[config.mk]
export PLATFORM = sky130hd
export DESIGN_NAME = qrs_div
export DESIGN_NICKNAME = d
export VERILOG_FILES = /design/src/hdl/qrs_pkg.sv /design/src/hdl/qrs_div.sv
export SDC_FILE = /design/constraint.sdc
export NUM_CORES = 2
export LEC_CHECK = 0
export BUFFER_PORTS_ARGS = -buffer_cell sky130_fd_sc_hd__buf_2
export CAP_MARGIN = 20
export CORE_ASPECT_RATIO = 1.2
export CORE_UTILIZATION = 40
export CTS_CLUSTER_DIAMETER = 40
export CTS_CLUSTER_SIZE = 16
export DETAILED_ROUTE_END_ITERATION = 10
export GPL_ROUTABILITY_DRIVEN = 0
export PLACE_DENSITY = 0.52
export SETUP_SLACK_MARGIN = 0.4
export SLEW_MARGIN = 5
export SYNTH_ARGS = -nofsm -noshare
export SYNTH_HDL_FRONTEND = slang
export SYNTH_SLANG_ARGS = --single-unit
[constraint.sdc]
create_clock -name i_clk -period 4.32 [get_ports i_clk]
set_input_delay 0.432 -clock i_clk [delete_from_list [all_inputs] [get_ports i_clk]]
set_output_delay 0.432 -clock i_clk [all_outputs]
set_load 0.02 [all_outputs]
[src/hdl/qrs_pkg.sv]
package qrs_pkg;

    localparam int COEF_WIDTH_DEF = 16;
    localparam int FRAC_BITS_DEF  = 16;
    localparam int OUT_WIDTH      = 48;

    typedef enum logic [1:0] {
        ST_NONE  = 2'd0,
        ST_ONE   = 2'd1,
        ST_TWO   = 2'd2,
        ST_DEGEN = 2'd3
    } t_status;

endpackage

[src/hdl/qrs_div.sv]
// Restoring divider, one quotient bit per register stage.
module qrs_div
    import qrs_pkg::*;
#(
    parameter int NUM_W = COEF_WIDTH_DEF + FRAC_BITS_DEF + 2,
    parameter int DEN_W = COEF_WIDTH_DEF + 1
) (
    input  logic             i_clk,
    input  logic [NUM_W-1:0] i_num,
    input  logic [DEN_W-1:0] i_den,
    output logic [NUM_W-1:0] o_quo
);

    logic [NUM_W-1:0] r_num [0:NUM_W];
    logic [DEN_W-1:0] r_den [0:NUM_W];
    logic [DEN_W-1:0] r_rem [0:NUM_W];
    logic [NUM_W-1:0] r_quo [0:NUM_W];

    always_comb begin
        r_num[0] = i_num;
        r_den[0] = i_den;
        r_rem[0] = '0;
        r_quo[0] = '0;
    end

    for (genvar k = 0; k < NUM_W; k++) begin : g_stage
        logic [DEN_W:0] n_trial;
        logic           n_fit;

        always_comb begin
            n_trial = {r_rem[k], r_num[k][NUM_W-1]};
            n_fit   = (n_trial >= {1'b0, r_den[k]});
        end

        always_ff @(posedge i_clk) begin
            r_num[k+1] <= r_num[k] << 1;
            r_den[k+1] <= r_den[k];
            r_rem[k+1] <= n_fit ? DEN_W'(n_trial - {1'b0, r_den[k]}) : n_trial[DEN_W-1:0];
            r_quo[k+1] <= {r_quo[k][NUM_W-2:0], n_fit};
        end
    end

    assign o_quo = r_quo[NUM_W];

endmodule

==> metrics <==
max-slew violations=0; #FFs+latches synth=2278; CP required=between 5 and 6 ns; global routing usage on met2=27.4%; GR Util met3=3.01%; number of max-cap violations=0; core region area=194000 sq um; clock sink count=2278; Syn Area/Cell=11.3 sq um; reg2reg start=g_stage[23].n_trial[0]$_DFF_P_; pin count of the biggest net entering global routing=31; cell family with most CP delay=compound AO/OA/AOI/OAI gates; die area=~200000 sq um; post-route setup TNS=0 ns; register area share after synthesis=58.3%; global-route wire length before repair=240000 microns; Synth async-reset ratio=0%; Worst path depth=13; RSZ-0062 raised after global routing=false; remaining global-route overflow=0; PortBufs=85; slew margin rel.=25.5%; CTS max path bufs=4; starting density of the core=40.3%; Main synth FF type=dfxtp_1; detailed-route wire length=147000 microns; Layout Nets=about 8000; met1 Use GR=~17%; critical path launch point type=flop; actual slew at the worst max-slew pin=1.12 ns; htree depth=5; hold crit path type=input pin to flop; Die W=406 microns; Num CTS Buffers=302; commonest non-fill, non-tap cells in the layout=dfxtp_1, inv_1, ha_1; layout cells sized above 1=13.4%; GRT Total Usage=15.0%; Layout area overhead=18.0%; status=completed; kind of critical path=flop to flop; Critical Path, Cell by Cell=inv_1 > ha_1 > inv_1 > fa_1 > a21o_1 > a21oi_1 > o21ai_0 > a211oi_2 > o31a_1 > o21ai_0 > a21o_1 > a31oi_4 > mux2_2; worst path bufs/invs=2; setup bufs post-CTS=0; DRC violations left=0; Top Usage Layer GRT=met2; final setup skew=0.0510 ns; dpl hpwl=109000 microns; Multi-input gate area=29200 sq um; crit path to=g_stage[24].n_trial[17]$_DFF_P_; FP Rows=177; final std cells w/o fill=10100; vias in the first global route=between 40000 and 50000; final hold vios=0; fill count=17842; Post-synth EDFFs=0; # IOs=86; CTS tree=done; CP arrival=4.40 ns; critical path peak fanout=18; Antenna Nets Post-Route=0; Worst R2R Path Depth=13; synthesized net count=7572; Clock Latency Late Sink=0.92 ns; clk slew on worst S/H paths=0.07 ns; crit path capture type=flop; final worst-path cycle share=between 80% and 90%; DR vias=46968; die height=486 microns; Gate Count Post-Synth=6925; Tmin final=3.65 ns; slowest CP cell=a31oi_4; synth unique cells=88; DRT Pass-1 Iters=6; Crit path largest cell delay=0.58 ns; Reg2Reg Setup Slack=around 0.67 ns; Tot Pwr=71.1 mW; initial antenna violation count=2; Synth Warn #=0; vias per cell=4.65; commonest non-fill, non-tap cell in the layout=dfxtp_1; Netlist Area Pre-Place=78200 sq um; Fin Hold WS=0.153 ns; CP startpoint=g_stage[23].n_trial[0]$_DFF_P_; leak pwr=41.9 nW; worst reg2reg endpoint=g_stage[24].n_trial[17]$_DFF_P_; pwr/cell area=770 nW/um^2; Routed wire per std cell=~15 microns; Peak VDD IR=a little under 0.5 mV; initial DRC count=1899; Storage cell area=around 46000 sq um; Max Freq=274 MHz; final setup vio count=0; clk root buf=clkbuf_16; placed insts=roughly 9500
==> cells in the mapped netlist (all sizes together) (6+ instances only) <==
| library cell | number | area share [%] |
|---|---|---|
| a2111oi | 7 | 0.078 |
| or3 | 25 | 0.20 |
| a21boi | 18 | 0.17 |
| a41oi | 12 | 0.14 |
| and3 | 33 | 0.26 |
| and2 | 17 | 0.14 |
| xor2 | 132 | 1.5 |
| nor2b | 60 | 0.48 |
| o21ai | 320 | 2.1 |
| and4 | 7 | 0.078 |
| nor4 | 13 | 0.10 |
| a31o | 8 | 0.090 |
| nor3b | 7 | 0.067 |
| o21a | 50 | 0.48 |
| nand2 | 297 | 1.4 |
| a31oi | 49 | 0.55 |
| nand3 | 63 | 0.40 |
| mux2i | 23 | 0.29 |
| o21bai | 82 | 0.79 |
| o31a | 11 | 0.12 |
| nand3b | 7 | 0.067 |
| clkbuf | 46 | 0.22 |
| xnor2 | 305 | 3.4 |
| inv | 733 | 3.5 |
| a21oi | 426 | 2.8 |
| o31ai | 22 | 0.21 |
| o311ai | 8 | 0.099 |
| a211o | 24 | 0.27 |
| a211oi | 37 | 0.39 |
| nand4 | 67 | 0.54 |
| buf | 71 | 0.65 |
| a21o | 222 | 2.1 |
| mux2 | 315 | 4.6 |
| a22o | 6 | 0.067 |
| ha | 563 | 9.0 |
| a221o | 11 | 0.14 |
| o211ai | 21 | 0.20 |
| dfxtp | 2278 | 58 |
| nor2 | 282 | 1.4 |
| nand2b | 44 | 0.35 |
| nor3 | 95 | 0.62 |
| fa | 32 | 0.82 |
| or2 | 19 | 0.15 |
==> report_power, final <==
group	internal [mW]	switching (mW)	total (mW)
sequential	24.9	1.94	26.9
combinational	9.47	9.82	19.3
clock	15.4	9.49	24.9
==> layout make-up <==
| cell class | instances | area share [%] |
|---|---|---|
| Multi-Input combinational cell | 3796 | 31.6 |
| Clock buffer | 341 | 8.69 |
| Timing Repair Buffer | 163 | 1.27 |
| Tap cell | 2595 | 3.52 |
| Inverter | 734 | 2.98 |
| Clock inverter | 184 | 2.47 |
| Antenna cell | 9 | 0.0244 |
| Sequential cell | 2278 | 49.4 |
==> state kept, by name, indices dropped and copies added, names as in the netlist <==
register	cells
r_quo	561
r_num	528
o_quo	34
g_stage.n_trial	594
r_den	561
==> how the worst min path moves through the flow <==
stage	startpoint	endpoint	slack [ns]	cells past startpoint
finish	i_num[8]	r_num[1131]$_DFF_P_	0.15	2
global route	i_num[3]	r_num[1126]$_DFF_P_	0.09	2
CTS	i_num[3]	r_num[1126]$_DFF_P_	0.05	2
detailed placement	r_num[640]$_DFF_P_	r_num[607]$_DFF_P_	0.31	0
global placement	r_quo[361]$_DFF_P_	r_quo[328]$_DFF_P_	0.31	0
floorplan	r_num[882]$_DFF_P_	g_stage[10].n_trial[0]$_DFF_P_	0.31	0
==> metal layers <==
metal	wire length [microns]	part of all wire, %
met5	0	0
met3	5560	3.8
met1	61500	42
met4	4720	3.2
met2	75400	51
==> cells by family (layout without fill, tap and decap cells) <==
logic type	count (synthesis)	after routing	synth area share (%)
mux	338	338	4.87
compound gates	1376	1376	11.3
xor+xnor	437	437	4.89
other cells	0	9	0
buf+inv	851	1422	4.40
simple gates	1050	1050	6.41
fa+ha+maj	595	595	9.83
flops	2278	2278	58.3
==> stage by stage <==
stage	util, %	setup WS, ns	cell area [sq um]
after detailed placement	42.0	0.683	81500
after CTS	47.6	0.653	92300
final	47.6	0.669	92300
after floorplan	-	1.17	78200
after global placement	42.0	0.708	81500
after global routing	47.6	0.409	92300
==> what timing repair did <==
action | CTS | global route
hold endpoints to repair | 52 | 0
hold buffers | 51 | 0
resized for setup | 0 | 1
endpoints found under the setup margin | 0 | 6
No activity file was read; power rests on OpenSTA's default activity.
